--- src/design/assert_macros.svh ---
// Assertion helpers used by escape_sequence_decoder.
`ifndef ASSERT_MACROS_SVH
`define ASSERT_MACROS_SVH

// Checks prop at every rising clock edge outside reset.
`define ESD_ASSERT(lbl, prop, msg) \
   lbl: assert property (@(posedge clock) disable iff (reset) prop) else $error(msg);

// Checks that cond implies prop in the same cycle.
`define ESD_ASSERT_IMPL(lbl, cond, prop, msg) \
   lbl: assert property (@(posedge clock) disable iff (reset) (cond) |-> (prop)) \
      else $error(msg);

`endif

--- src/design/esd_pkg.sv ---
`timescale 1ns / 1ps

package esd_pkg;

   localparam int OCT_DIGITS_DEF = 3;
   localparam int QUEUE_DEPTH    = 4;
   localparam int QPTR_W         = $clog2(QUEUE_DEPTH);
   localparam int QLVL_W         = $clog2(QUEUE_DEPTH + 1);

   localparam logic [1:0] ERR_NONE     = 2'd0;
   localparam logic [1:0] ERR_NO_HEX   = 2'd1;
   localparam logic [1:0] ERR_NO_OCT   = 2'd2;
   localparam logic [1:0] ERR_DANGLING = 2'd3;

   localparam logic [7:0] CH_BACKSLASH = 8'h5C;
   localparam logic [7:0] CH_X         = 8'h78;

   typedef enum logic [1:0] {
      MODE_NORMAL = 2'd0,
      MODE_ESC    = 2'd1,
      MODE_HEX    = 2'd2,
      MODE_OCT    = 2'd3
   } mode_type;

   typedef struct packed {
      logic [31:0] code;
      logic [1:0]  error_kind;
      logic [15:0] codes_so_far;
      logic        end_of_literal;
   } result_type;

   // Results produced by one accepted byte: r0 first, r1 only when count is two.
   typedef struct packed {
      logic [1:0] count;
      result_type r0;
      result_type r1;
   } push_type;

   typedef struct packed {
      logic       valid;
      logic [3:0] value;
   } hex_digit_type;

   typedef struct packed {
      logic       valid;
      logic [6:0] value;
   } named_type;

   function automatic hex_digit_type hex_value(input logic [7:0] c);
      hex_digit_type h;
      h.valid = 1'b1;
      h.value = 4'd0;
      if (c >= 8'h30 && c <= 8'h39) begin
         h.value = c[3:0];
      end else if ((c >= 8'h61 && c <= 8'h66) || (c >= 8'h41 && c <= 8'h46)) begin
         h.value = 4'(c[2:0] + 3'd1) + 4'd8;
      end else begin
         h.valid = 1'b0;
      end
      return h;
   endfunction

   function automatic named_type named_escape(input logic [7:0] c);
      named_type n;
      n.valid = 1'b1;
      case (c)
         8'h61:   n.value = 7'd7;
         8'h62:   n.value = 7'd8;
         8'h66:   n.value = 7'd12;
         8'h6E:   n.value = 7'd10;
         8'h72:   n.value = 7'd13;
         8'h74:   n.value = 7'd9;
         8'h76:   n.value = 7'd11;
         8'h5C:   n.value = 7'h5C;
         8'h3F:   n.value = 7'h3F;
         8'h27:   n.value = 7'h27;
         8'h22:   n.value = 7'h22;
         default: begin
            n.valid = 1'b0;
            n.value = 7'd0;
         end
      endcase
      return n;
   endfunction

   function automatic result_type mk_res(input logic [31:0] code, input logic [1:0] err,
                                         input logic eol);
      result_type r;
      r.code           = code;
      r.error_kind     = err;
      r.codes_so_far   = 16'd0;
      r.end_of_literal = eol;
      return r;
   endfunction

endpackage

--- src/design/esd_core.sv ---
`timescale 1ns / 1ps

module esd_core import esd_pkg::*; #(
   parameter int OctalDigits = OCT_DIGITS_DEF
) (
   input  logic       clock,
   input  logic       reset,
   input  logic       fire,
   input  logic [7:0] ch,
   input  logic       is_last,
   input  logic       csr_fire,
   input  logic       csr_value,
   output push_type   push
);

   mode_type    mode_ff, mode_in;
   logic [31:0] pend_ff, pend_in;
   logic [1:0]  dcnt_ff, dcnt_in;
   logic [15:0] cnt_ff, cnt_in;
   logic        signed_ff;

   always_ff @(posedge clock) begin
      if (reset) begin
         mode_ff   <= MODE_NORMAL;
         pend_ff   <= '0;
         dcnt_ff   <= '0;
         cnt_ff    <= '0;
         signed_ff <= 1'b1;
      end else begin
         if (fire) begin
            mode_ff <= mode_in;
            pend_ff <= pend_in;
            dcnt_ff <= dcnt_in;
            cnt_ff  <= cnt_in;
         end
         if (csr_fire) begin
            signed_ff <= csr_value;
         end
      end
   end

   always_comb begin
      hex_digit_type hx;
      named_type     nm;
      logic          is_oct;
      logic          is_bs;
      logic          plain_emit;
      result_type    plain;
      logic          has_pre, has_main;
      result_type    pre, main;
      logic [15:0]   c1, c2;

      hx     = hex_value(ch);
      nm     = named_escape(ch);
      is_oct = (ch >= 8'h30) && (ch <= 8'h37);
      is_bs  = (ch == CH_BACKSLASH);

      // A backslash either dangles at the end or opens an escape.
      plain_emit = !is_bs || is_last;
      if (is_bs) begin
         plain = mk_res(32'd0, ERR_DANGLING, 1'b1);
      end else if (signed_ff && ch[7]) begin
         plain = mk_res({24'hFFFFFF, ch}, ERR_NONE, is_last);
      end else begin
         plain = mk_res({24'd0, ch}, ERR_NONE, is_last);
      end

      mode_in  = mode_ff;
      pend_in  = pend_ff;
      dcnt_in  = dcnt_ff;
      has_pre  = 1'b0;
      has_main = 1'b0;
      pre      = mk_res(32'd0, ERR_NONE, 1'b0);
      main     = plain;

      unique case (mode_ff)
         MODE_NORMAL: begin
            has_main = plain_emit;
            if (!plain_emit) begin
               mode_in = MODE_ESC;
            end
         end
         MODE_ESC: begin
            mode_in = MODE_NORMAL;
            if (nm.valid) begin
               has_main = 1'b1;
               main     = mk_res({25'd0, nm.value}, ERR_NONE, is_last);
            end else if (ch == CH_X) begin
               if (is_last) begin
                  has_main = 1'b1;
                  main     = mk_res(32'd0, ERR_NO_HEX, 1'b1);
               end else begin
                  mode_in = MODE_HEX;
                  pend_in = '0;
                  dcnt_in = '0;
               end
            end else if (is_oct) begin
               pend_in = {29'd0, ch[2:0]};
               dcnt_in = 2'd1;
               if (OctalDigits <= 1 || is_last) begin
                  has_main = 1'b1;
                  main     = mk_res(pend_in, ERR_NONE, is_last);
               end else begin
                  mode_in = MODE_OCT;
               end
            end else begin
               has_pre  = 1'b1;
               pre      = mk_res(32'd0, ERR_NO_OCT, 1'b0);
               has_main = plain_emit;
               if (!plain_emit) begin
                  mode_in = MODE_ESC;
               end
            end
         end
         MODE_HEX: begin
            if (hx.valid) begin
               pend_in = {pend_ff[27:0], hx.value};
               dcnt_in = 2'd1;
               if (is_last) begin
                  mode_in  = MODE_NORMAL;
                  has_main = 1'b1;
                  main     = mk_res(pend_in, ERR_NONE, 1'b1);
               end
            end else begin
               // The terminator flushes the hex value, or reports a missing hex digit, and is then decoded itself.
               mode_in = MODE_NORMAL;
               has_pre = 1'b1;
               if (dcnt_ff != 2'd0) begin
                  pre = mk_res(pend_ff, ERR_NONE, 1'b0);
               end else begin
                  pre = mk_res(32'd0, ERR_NO_HEX, 1'b0);
               end
               has_main = plain_emit;
               if (!plain_emit) begin
                  mode_in = MODE_ESC;
               end
            end
         end
         MODE_OCT: begin
            if (is_oct && (dcnt_ff < 2'(OctalDigits))) begin
               pend_in = {pend_ff[28:0], ch[2:0]};
               dcnt_in = dcnt_ff + 2'd1;
               if ((dcnt_in >= 2'(OctalDigits)) || is_last) begin
                  mode_in  = MODE_NORMAL;
                  has_main = 1'b1;
                  main     = mk_res(pend_in, ERR_NONE, is_last);
               end
            end else begin
               mode_in  = MODE_NORMAL;
               has_pre  = 1'b1;
               pre      = mk_res(pend_ff, ERR_NONE, 1'b0);
               has_main = plain_emit;
               if (!plain_emit) begin
                  mode_in = MODE_ESC;
               end
            end
         end
         default: begin
            mode_in = MODE_NORMAL;
         end
      endcase

      c1 = (cnt_ff == 16'hFFFF) ? cnt_ff : cnt_ff + 16'd1;
      c2 = (c1 == 16'hFFFF) ? c1 : c1 + 16'd1;

      push.count           = {1'b0, has_pre} + {1'b0, has_main};
      push.r0              = has_pre ? pre : main;
      push.r0.codes_so_far = c1;
      push.r1              = main;
      push.r1.codes_so_far = c2;

      if (push.count == 2'd2) begin
         cnt_in = c2;
      end else if (push.count == 2'd1) begin
         cnt_in = c1;
      end else begin
         cnt_in = cnt_ff;
      end

      if (is_last) begin
         mode_in = MODE_NORMAL;
         pend_in = '0;
         dcnt_in = '0;
         cnt_in  = '0;
      end
   end

endmodule

--- src/design/esd_queue.sv ---
`timescale 1ns / 1ps

module esd_queue import esd_pkg::*; (
   input  logic              clock,
   input  logic              reset,
   input  logic              push_en,
   input  push_type          push,
   output logic              room,
   output logic [QLVL_W-1:0] level,
   output logic              out_valid,
   input  logic              out_ready,
   output result_type        out_item
);

   result_type        slot_ff [QUEUE_DEPTH];
   logic [QPTR_W-1:0] head_ff, head_in;
   logic [QLVL_W-1:0] level_ff, level_in;
   logic [QPTR_W-1:0] tail0, tail1;
   logic [1:0]        n_push;
   logic              pop;

   assign out_valid = (level_ff != '0);
   assign out_item  = slot_ff[head_ff];
   assign level     = level_ff;
   // Room for the two results that one byte can produce.
   assign room      = (level_ff < QLVL_W'(QUEUE_DEPTH - 1));
   assign pop       = out_valid && out_ready;
   assign n_push    = push_en ? push.count : 2'd0;
   assign tail0     = head_ff + QPTR_W'(level_ff);
   assign tail1     = tail0 + QPTR_W'(1);

   always_comb begin
      head_in  = pop ? head_ff + QPTR_W'(1) : head_ff;
      level_in = level_ff + QLVL_W'(n_push) - QLVL_W'(pop);
   end

   always_ff @(posedge clock) begin
      if (reset) begin
         head_ff  <= '0;
         level_ff <= '0;
      end else begin
         head_ff  <= head_in;
         level_ff <= level_in;
      end
   end

   always_ff @(posedge clock) begin
      if (n_push != 2'd0) begin
         slot_ff[tail0] <= push.r0;
      end
      if (n_push == 2'd2) begin
         slot_ff[tail1] <= push.r1;
      end
   end

endmodule

--- src/design/escape_sequence_decoder.sv ---
`timescale 1ns / 1ps
// Channel  Direction  Payload
// req      in         tdata[7:0] ch, tlast is_last
// rsp      out        tdata[31:0] code, tdata[47:32] codes_so_far,
//                     tuser[1:0] error_kind, tlast end_of_literal
// csr      in         wdata plain_char_signed
//
// One byte is accepted per cycle while the queue has room; its results are written into the queue at the transfer.
// A byte that terminates a hex or octal escape, or that follows a backslash without
// forming an escape, can yield two results; the four-entry result queue absorbs this,
// and a byte is accepted whenever at least two entries are free.
// Reset clears the decode state and the queue and sets plain_char_signed to 1.
// A stall on rsp fills the queue; req_tready then drops until space returns.

`include "assert_macros.svh"

module escape_sequence_decoder import esd_pkg::*; #(
   parameter int OCTAL_DIGITS = OCT_DIGITS_DEF
) (
   input  logic        clock,
   input  logic        reset,
   input  logic        req_tvalid,
   output logic        req_tready,
   input  logic [7:0]  req_tdata,   // ch
   input  logic        req_tlast,
   output logic        rsp_tvalid,
   input  logic        rsp_tready,
   output logic [47:0] rsp_tdata,   // code [31:0], codes_so_far [47:32]
   output logic [1:0]  rsp_tuser,   // error_kind
   output logic        rsp_tlast,
   input  logic        csr_valid,
   output logic        csr_ready,
   input  logic        csr_wdata
);

   push_type          push;
   result_type        item;
   logic              room;
   logic [QLVL_W-1:0] level;
   logic              req_fire;

   assign req_tready = room;
   assign req_fire   = req_tvalid && req_tready;
   assign csr_ready  = 1'b1;

   esd_core #(
      .OctalDigits(OCTAL_DIGITS)
   ) u_core (
      .clock     (clock),
      .reset     (reset),
      .fire      (req_fire),
      .ch        (req_tdata),
      .is_last   (req_tlast),
      .csr_fire  (csr_valid && csr_ready),
      .csr_value (csr_wdata),
      .push      (push)
   );

   esd_queue u_queue (
      .clock     (clock),
      .reset     (reset),
      .push_en   (req_fire),
      .push      (push),
      .room      (room),
      .level     (level),
      .out_valid (rsp_tvalid),
      .out_ready (rsp_tready),
      .out_item  (item)
   );

   assign rsp_tdata = {item.codes_so_far, item.code};
   assign rsp_tuser = item.error_kind;
   assign rsp_tlast = item.end_of_literal;

   `ESD_ASSERT(a_level_bound, level <= QLVL_W'(QUEUE_DEPTH), "result queue overflow")
   `ESD_ASSERT_IMPL(a_err_zero, rsp_tvalid && rsp_tuser != ERR_NONE, rsp_tdata[31:0] == 32'd0, "error result with nonzero code")
   `ESD_ASSERT_IMPL(a_dangling_last, rsp_tvalid && rsp_tuser == ERR_DANGLING, rsp_tlast, "dangling backslash not at end of literal")
   `ESD_ASSERT_IMPL(a_count_nonzero, rsp_tvalid, rsp_tdata[47:32] != 16'd0, "result with zero code count")

endmodule
--- config.mk ---
export PLATFORM = sky130hd
export DESIGN_NAME = escape_sequence_decoder
export DESIGN_NICKNAME = d
export VERILOG_FILES = /design/src/design/esd_pkg.sv /design/src/design/esd_core.sv /design/src/design/esd_queue.sv /design/src/design/escape_sequence_decoder.sv
export VERILOG_INCLUDE_DIRS = /design/src /design/src/design
export SDC_FILE = /design/constraint.sdc
export NUM_CORES = 1
export LEC_CHECK = 0
export BUFFER_PORTS_ARGS = -buffer_cell sky130_fd_sc_hd__buf_4
export CORE_MARGIN = 2
export CORE_UTILIZATION = 50
export CTS_BUF_LIST = sky130_fd_sc_hd__clkbuf_4
export CTS_CLUSTER_SIZE = 16
export DETAILED_ROUTE_END_ITERATION = 6
export PLACE_DENSITY = 0.7
export SYNTH_ARGS = -nofsm -noshare
export SYNTH_HDL_FRONTEND = slang
export SYNTH_SLANG_ARGS = --single-unit
--- constraint.sdc ---
create_clock -name clock -period 5.9 [get_ports clock]
set_input_delay 0 -clock clock [delete_from_list [all_inputs] [get_ports clock]]
set_output_delay 0 -clock clock [all_outputs]
set_load 0.05 [all_outputs]
## Yosys cells after proc, flatten, opt, wreduce, memory -nomap -nowiden

Memory sizes are Yosys's and may differ from the RTL's. A register that Yosys moved wholly into a read port is not among the register bits.
Cells that the tools add are included.

- Bits in registers: 58
- Bits in writable memories: 204
- Word-level logic and storage cells: 154
- Memories kept: 1

- Add/subtract/negate cells: 11
- Magnitude comparators: 10
- Equal/unequal tests: 27
- Mux-type cells: 76
- Reductions and logical operators: 22

Memories:

| name | words | width | rd ports | clocked after memory_dff | write ports | line | text |
|---|---|---|---|---|---|---|---|
| u_queue.slot_ff | 4 | 51 | 1 | 1 | 2 | esd_queue.sv:15 | `result_type slot_ff [QUEUE_DEPTH];` |

Operators with widths:

| operator | number |
|---|---|
| 2-to-1 mux 51 bit | 17 |
| case mux 51 bit (3 select lines) | 2 |
| 2-to-1 mux 32 bit | 6 |
| case mux 32 bit (3 select lines) | 1 |
| 2-to-1 mux 16 bit | 5 |
| case mux 7 bit (11 select lines) | 1 |
| == test 8 x 7 -> 1 bit (second input constant) | 9 |
| 2-to-1 mux 2 bit | 17 |
| adder 16 x 1 -> 16 bit (second input constant) | 2 |
| == test 16 bit (second input constant) | 2 |
| == test 8 x 6 -> 1 bit (second input constant) | 3 |
| 2-to-1 mux 1 bit | 20 |
| 2-to-1 mux 19 bit | 1 |
| >= comparator 8 x 7 -> 1 bit (second input constant) | 2 |
| <= comparator 8 x 6 -> 1 bit (second input constant) | 2 |
| <= comparator 8 x 7 -> 1 bit (second input constant) | 2 |
| OR reduction 11 bit | 1 |
| != test 3 bit (second input constant) | 3 |
| == test 2 bit (second input constant) | 4 |
| >= comparator 8 x 6 -> 1 bit (second input constant) | 1 |
| logical AND 1 bit | 8 |
| 2-to-1 mux 4 bit | 2 |
| case mux 2 bit (4 select lines) | 1 |
| adder 2 x 1 -> 2 bit (second input constant) | 3 |
| 25 further kinds | 31 |

## Longest topological paths before layout

Gate-level depths: netlist (run 1).

- Depth after elaboration: 12
- Depth in mapped cells: 19
- Gate-level depth less buffers: 17

## Cells and area by module

From an unflattened synthesis (run 1), not the netlist that was laid out.

- Cells, all modules: 1402
- Area total of the unflattened synthesis: 16200.5 um^2

By module, submodules not included:

| module | instances | cells each | area an instance (um^2) |
|---|---|---|---|
| esd_queue | 1 | 541 | 10460.0 |
| esd_core | 1 | 858 | 5723.0 |
| escape_sequence_decoder | 1 | 3 | 17.5 |

## Least setup slack after synthesis (run 1)

OpenSTA, ideal clock, no wires.

- Path type: input -> register
- From: in req_tdata[0]
- To: mem u_queue.slot_ff[2][0] (netlist name) (enable)
- Setup time: 0.476 ns
- Data arrival time: 5.043 ns
- Data required time: 5.424 ns
- Slack: 0.381 ns
- Cell stages on the path: 14
- Buffers on the path: 4
- Path through: inv_1 ha_1 or3b_1 and3_1 clkbuf_2 o31ai_1 nand2_1 o21ai_1 buf_2 ha_1 clkbuf_1 clkbuf_1 o21ai_0 a21oi_1

RTL lines:

| element | line | text |
|---|---|---|
| start, declared | escape_sequence_decoder.sv:24 | `input logic [7:0] req_tdata,` |
| end, declared | esd_queue.sv:15 |  |

==> results of run 1 <==
[metal layers]
layer,track usage,vias up,routed length [microns],part of all wire
met5,0,-,0,0
met4,0.08026,0,725,0.018
met3,0.03920,58,3029,0.076
met2,0.4018,564,18830,0.47
met1,0.3647,5738,17380,0.43
li1,-,5423,-,-
[metrics by stage]
step	utilization	instances	total power [mW]	setup WS (ns)	cell area (sq um)
detailed placement	0.5406	1737	4.833	1.096	16070
floorplan	-	1345	4.124	0.3807	15110
CTS	0.5757	1871	6.529	1.076	17110
global placement	0.5406	1737	4.798	1.279	16070
global route	0.5758	1872	6.756	0.4721	17110
finish	0.5758	1872	6.461	1.015	17110
[final cells by class]
| cell class | count | share of cell area |
|---|---|---|
| Clock inverter | 24 | 0.01111 |
| Timing Repair Buffer | 119 | 0.05528 |
| Tap cell | 390 | 0.02852 |
| Clock buffer | 99 | 0.04343 |
| Multi-Input combinational cell | 954 | 0.4284 |
| Sequential cell | 264 | 0.4285 |
| Antenna cell | 1 | 0.0001462 |
| Inverter | 21 | 0.004607 |
[synth_stat cells (all sizes together), types with 5 or more instances]
library cell  number  area share
o21ai            100       0.033
nor3              41       0.014
mux4              51       0.076
nand4             12      0.0054
ha                14       0.012
a211oi             8      0.0043
nor4               7      0.0037
xnor2             42       0.024
o22ai             12      0.0050
and3b             24       0.014
edfxtp           204        0.41
a22oi             10      0.0050
nor2b              9      0.0037
inv               20      0.0050
clkbuf            62       0.015
or3               11      0.0046
nand2            107       0.027
xor2              11      0.0064
o31ai             14      0.0073
o211ai             7      0.0035
nor2             103       0.026
mux2               6      0.0045
buf               44       0.015
and3               8      0.0033
a21oi             43       0.014
mux2i            136       0.090
and2              11      0.0046
and4               6      0.0035
nand3             33       0.013
or4                6      0.0032
a221oi             5      0.0029
nand3b             7      0.0035
dfxtp             60       0.079
a222oi            28       0.019
a31oi             25       0.011
[worst max-delay path by stage]
stage                                        startpoint                          endpoint
after detailed placement  u_core.cnt_ff[0]$_SDFFE_PP0P_  u_queue.slot_ff[0][12]$_DFFE_PP_
final                     u_core.cnt_ff[0]$_SDFFE_PP0P_  u_queue.slot_ff[2][12]$_DFFE_PP_
after global placement    u_core.cnt_ff[0]$_SDFFE_PP0P_  u_queue.slot_ff[1][12]$_DFFE_PP_
after CTS                 u_core.cnt_ff[0]$_SDFFE_PP0P_  u_queue.slot_ff[2][12]$_DFFE_PP_
after floorplan                            req_tdata[0]   u_queue.slot_ff[2][0]$_DFFE_PP_
after global routing      u_core.cnt_ff[0]$_SDFFE_PP0P_  u_queue.slot_ff[3][12]$_DFFE_PP_
[critical path, stage by stage, from the launching register on]
cell and delay (ns):
dfxtp_1 0.55, ha_1 0.52, nand4_1 0.36, nor4_2 0.59
xnor2_1 0.39, ha_1 0.36, nand4b_1 0.12, o21ai_0 0.15
o211ai_1 0.65, nor3_2 0.08, buf_4 0.24, nor3_1 0.42
a211oi_1 0.17
[state kept, by name (all words and copies together), names as in the netlist, named ones only]
name / count
u_queue.slot_ff: 204
u_core.pend_ff: 32
u_core.cnt_ff: 16
u_queue.level: 3
u_core.dcnt_ff: 2
u_core.mode_ff: 2
u_queue.head_ff: 2
u_core.signed_ff: 1
[logic make-up after synthesis]
kind of cell,after synthesis
xor gates and xnor gates,53
and+or+nand+nor,413
buffers and inverters,127
adders and majority gates,15
AOI/OAI and AO/OA,279
other,1
muxes,193
DFF,264
[power breakdown]
part | internal, mW | switching [mW]
sequential | 2.39 | 0.123
combinational | 0.774 | 1.48
clock | 0.911 | 0.775
==> impl_metrics.csv, run 1 <==
group,metric,value,unit
synth,synth.area.mux_share,0.1706,
timing,rsz0062_at_grt,"no",
floorplanning,die_h,177.8,microns
setup_path,reg2reg_from,"u_core.cnt_ff[0]$_SDFFE_PP0P_",
setup_path,worst_setup_path_start_kind,"register",
floorplanning,ioPinCount,69,
power,peakVddDrop,0.2792,mV
detailed_routing,drt_first_pass_iters,7,
cts,cts_buffers,69,
timing,worstMarginPinSlew,1.054,ns
worst_hold_path,holdPathEnd,"u_queue.slot_ff[2][21]$_DFFE_PP_",
worst_hold_path,whs_path_depth,4,
finish,final_common_cell,"edfxtp_1",
finish,drive_gt1_frac,0.2100,
cts,clockRootBuffer,"clkbuf_4",
detailed_routing,viasPerCell,6.294,
synth,synth_top_family_by_area,"multiplexers",
timing,whs,0.07229,ns
setup_path,crit_type,"reg2reg",
detailed_routing,avgRoutedWirePerCell,21.35,microns
outcome,violations,"design-rule violations",
setup_path,worstPathRequired,6.29,ns
setup_path,r2r_cells,12,
finish,areaGrowthSynthToFinish,13.24,%
synth,synth_area,0.01511,sq mm
timing,period_needed,4.885,ns
finish,seqCellArea,0.007332,sq mm
synth,synth_compound_area_frac,0.1207,
cts,cts_sinks,264,
timing,post-route-period-util,0.8280,
cts,post_cts_resized,0,
synth,yosys.area_share.simple,0.1445,
timing,setup-violations-final,0,
timing,slew_headroom,0.2873,
synth,synthCells,1345,
synth,ys_ff_latch,264,
synth,syn_avg_cell_area,11.23,sq um
placement,portBuffers,67,
cts,clk_pin_slew,0.06,ns
global_routing,grt_max_degree,49,
detailed_routing,drc,17,
detailed_routing,drt_wl_total,39970,microns
cts,cts_tree,"yes",
floorplanning,die_area,0.03163,sq mm
global_routing,grt_util_all_layers,0.2556,
setup_path,end_kind,"register",
timing,skew,0.05391,ns
placement,dp_hpwl,26130,microns
global_routing,antenna_found_initial,1,
synth,synthAdderAreaFrac,0.01292,
setup_path,crit_arrival,5.27,ns
timing,final_hold_viol_count,0,
floorplanning,rows,63,
synth,ys.flop_type,"edfxtp_1",
detailed_routing,drtIter0Drc,1336,
timing,fmax,0.2047,GHz
global_routing,grt_pass1_wl,63020,microns
worst_hold_path,hold_path_class,"in2reg",
cts,cts_buffer_depth,3,
cts,htree_levels,3,
finish,num-nets-final,1459,
synth,yosysWarnings,0,
placement,gp_congestion,0.9324,
floorplanning,initial_core_util,0.5085,
power,power.density,377.6,mW/mm^2
cts,hold_buffers,11,
timing,tns,0,ns
detailed_routing,antenna_left,0,
finish,fillCellCount,2482,
flow_run,drv_cap,0,
floorplanning,core_area,0.02972,sq mm
synth,synthXorXnorAreaFrac,0.03072,
synth,synth-edff-count,204,
power,power_leakage,6.293,nW
setup_path,rr_endpoint,"u_queue.slot_ff[2][12]$_DFFE_PP_",
synth,yosysUniqueCellTypes,81,
synth,synthArstFlopShare,0,
cts,clk_latency,0.70,ns
setup_path,crit_fanout,28,
synth,yosysSeqAreaShare,0.4849,
setup_path,r2r_slack,1.01,ns
finish,multi_input_area,0.007331,sq mm
timing,maxSlewViolCount,0,
finish,layout_common_cells,"edfxtp_1 (204), mux2i_1 (136), buf_4 (106)",
detailed_routing,dr_total_vias,11780,
outcome,outcome,"complete, but fails checks",
cts,postCtsSetupBuffers,0,
worst_hold_path,min_from,"req_tdata[2]",
floorplanning,die_w,177.8,microns
global_routing,grt-ovfl-total,0,
synth,synth_nets,1375,
global_routing,first_global_vias,11290,
Power figures use the tool's default switching activity.
==> inputs of run 2 (changes only) <==
--- a/config.mk
+++ b/config.mk
@@ -6,13 +6,14 @@
 export SDC_FILE = /design/constraint.sdc
 export NUM_CORES = 1
 export LEC_CHECK = 0
+export ABC_AREA = 1
 export BUFFER_PORTS_ARGS = -buffer_cell sky130_fd_sc_hd__buf_4
 export CORE_MARGIN = 2
 export CORE_UTILIZATION = 50
 export CTS_BUF_LIST = sky130_fd_sc_hd__clkbuf_4
 export CTS_CLUSTER_SIZE = 16
 export DETAILED_ROUTE_END_ITERATION = 6
-export PLACE_DENSITY = 0.7
+export PLACE_DENSITY = 0.67
 export SYNTH_ARGS = -nofsm -noshare
 export SYNTH_HDL_FRONTEND = slang
 export SYNTH_SLANG_ARGS = --single-unit
==> constraint.sdc (replaced) <==
create_clock -name clock -period 4.9 [get_ports clock]
set_input_delay 0 -clock clock [delete_from_list [all_inputs] [get_ports clock]]
set_output_delay 0 -clock clock [all_outputs]
set_load 0.05 [all_outputs]
==> run 2 against run 1 <==
The run now ends clean; sequential power grew 23%; global-route usage grew 3.6 points; synthesized cell count grew 45%; clock-buffer cell count grew 9; critical path depth grew 13; routed wire length grew 16%; design area grew 0.45%; via count grew 23%; core utilization shrank 0.95 points; highest routed layer unchanged.
==> impl_metrics.csv, run 2 <==
group,metric,value,unit
cts,cts_buffer_depth,3,
synth,yosysSeqAreaShare,0.4795,
power,power,8.595,mW
cts,cts_tree,"yes",
detailed_routing,drc,0,
placement,portBuffers,67,
synth,ys_ff_latch,264,
floorplanning,die_w,178.8,microns
floorplanning,die_h,178.8,microns
synth,yosysTopAreaCellShare,0.4009,
timing,period_needed,4.433,ns
timing,post-route-period-util,0.9047,
detailed_routing,avgRoutedWirePerCell,18.82,microns
finish,seqCellArea,0.007331,sq mm
synth,ys.flop_type,"edfxtp_1",
finish,multi_input_area,0.007012,sq mm
power,power_leakage,6.495,nW
synth,synth-edff-count,204,
synth,synth_nets,1974,
synth,synth_area_leaders,"edfxtp_1 (40%), nand2_1 (12%), o21ai_0 (11%)",
global_routing,grt-ovfl-total,0,
synth,synthCells,1944,
placement,gp_congestion,0.9412,
setup_path,critPathTopFamily,"buffers and inverters",
floorplanning,rows,64,
detailed_routing,antenna_left,0,
finish,drive_gt1_frac,0.1416,
timing,rsz0062_at_grt,"no",
finish,final_common_cell,"nand2_1",
floorplanning,core_area,0.03035,sq mm
global_routing,grt_max_degree,103,
setup_path,worstPathRequired,5.25,ns
timing,maxSlewViolCount,0,
setup_path,cp_slowest_stage_delay,0.57,ns
detailed_routing,drt_wl_total,46270,microns
timing,skew,0.04796,ns
setup_path,crit_fanout,34,
global_routing,grt_pass1_wl,72820,microns
global_routing,antenna_found_initial,1,
cts,clk_pin_slew,0.06,ns
setup_path,crit_arrival,4.78,ns
finish,num-nets-final,2038,
setup_path,worst_setup_path_start_kind,"input port",
power,peakVddDrop,0.3012,mV
timing,final_hold_viol_count,0,
finish,utilization,0.5663,
placement,place_ws,0.3199,ns
synth,syn_avg_cell_area,7.860,sq um
finish,fillCellCount,2800,
timing,worstMarginPinSlew,1.159,ns
synth,yosys.area.top_type,"edfxtp_1",
finish,layout_common_cells,"nand2_1 (487), o21ai_0 (319), edfxtp_1 (204)",
synth,yosysUniqueCellTypes,48,
timing,setup-violations-final,0,
cts,clockRootBuffer,"clkbuf_4",
global_routing,first_global_vias,13640,
outcome,outcome,"finished, final reports clean",
setup_path,crit_type,"in2reg",
placement,dp_hpwl,28400,microns
synth,yosysWarnings,0,
detailed_routing,dr_total_vias,14470,
finish,areaGrowthSynthToFinish,12.49,%
cts,cts_buffers,72,
cts,clk_latency,0.73,ns
setup_path,end_kind,"register",
cts,htree_levels,3,
power,power.density,500.1,mW/mm^2
setup_path,cpMaxStageDelayCell,"dlygate4sd3_1",
worst_hold_path,hold_path_class,"in2reg",
floorplanning,initial_core_util,0.5035,
timing,slew_headroom,0.2229,
finish,largest_reg_flops,204,
finish,top_regs,"u_queue.slot_ff x204, u_core.pend_ff x32, u_core.cnt_ff x16",
detailed_routing,viasPerCell,5.884,
flow_run,drv_cap,0,
detailed_routing,drtIter0Drc,1495,
timing,setup_slack,0.4670,ns
synth,yosysMostFrequentCell,"nand2_1",
synth,synth_area,0.01528,sq mm
global_routing,grt_util_all_layers,0.2918,
floorplanning,die_area,0.03197,sq mm
timing,fmax,0.2256,GHz
synth,synthArstFlopShare,0,
finish,largest_register,"u_queue.slot_ff",
setup_path,cp_num_buf_inv,10,
setup_path,cp_common_cell,"inv_1",
floorplanning,ioPinCount,69,
synth,netlist_top_cells_count,"nand2_1 (487), o21ai_0 (323), edfxtp_1 (204), nor2_1 (192), inv_1 (114)",
cts,cts_sinks,264,
detailed_routing,drt_first_pass_iters,6,
## run 2: logic make-up after synthesis
logic type               Yosys count  share of synthesized area
AO/OA/AOI/OAI                    539                     0.1901
adder cells (fa/ha/maj)           15                    0.01277
buffers and inverters            246                    0.06625
AND/OR/NAND/NOR                  863                     0.2419
flip-flops                       264                     0.4795
other                              1                  0.0002454
XOR/XNOR                          16                   0.009171
## run 2: worst paths after layout
check | slack, ns | depth (start not counted) | from | end
setup / recovery | 0.47 | 25 | req_tdata[5] | u_queue.slot_ff[2][46]$_DFFE_PP_
hold / removal | 0.15 | 9 | req_tdata[6] | u_core.mode_ff[0]$_SDFFE_PP0P_
setup reg to reg | 0.88 | 19 | u_core.dcnt_ff[0]$_SDFFE_PP0P_ | u_queue.slot_ff[2][46]$_DFFE_PP_
hold reg to reg | 0.49 | 2 | u_core.pend_ff[31]$_SDFFE_PP0P_ | u_core.pend_ff[31]$_SDFFE_PP0P_
## run 2: report_power, final
group          switching (mW)  internal, mW  total, mW
sequential              0.119          3.00       3.11
combinational            2.47         0.845       3.32
clock                   0.944          1.22       2.16
total                    3.54          5.06       8.60
## run 2: worst register-to-register path: cells and delay by family, from the launching register on
family	cells	cell delay, ns
buffers and inverters	9	1.68
DFF	1	0.35
and+or+nand+nor	6	0.48
AOI/OAI and AO/OA	2	0.80
adders and majority gates	2	0.39
## run 2: through the flow
step | cells | TNS (ns) | hold WS [ns] | cell area, sq um
6_report | 2459 | 0 | 0.1540 | 17190
4_1_cts | 2458 | 0 | 0.1122 | 17180
3_5_place_dp | 2312 | 0 | 0.1991 | 16000
3_3_place_gp | 2312 | 0 | 0.1982 | 16000
2_1_floorplan | 1944 | -222.40 | 0.1004 | 15280
5_1_grt | 2459 | 0 | 0.1789 | 17190
## run 2: cell type report
cell class,count,share of cell area
diodes,1,0.0001456
clock buffers,108,0.04717
clock inverters,20,0.01070
inverters,125,0.02737
multi-input cells,1434,0.4079
flip-flops and latches,264,0.4265
well taps,396,0.02883
repair buffers,111,0.05132
## run 2: layer usage
layer  vias up  wire, microns  track usage
li1       6865              -            -
met1      6810          20110       0.4081
met2       690          20990       0.4526
met3       104           3960      0.04389
met4         0           1208       0.1233
met5         -              0            0
## run 2: timing repair
action,4_1_cts,5_1_grt
hold buffers,18,0
resized for setup,0,2
buffers inserted,0,0
endpoints found under the hold margin,68,0
setup endpoints to repair,0,67
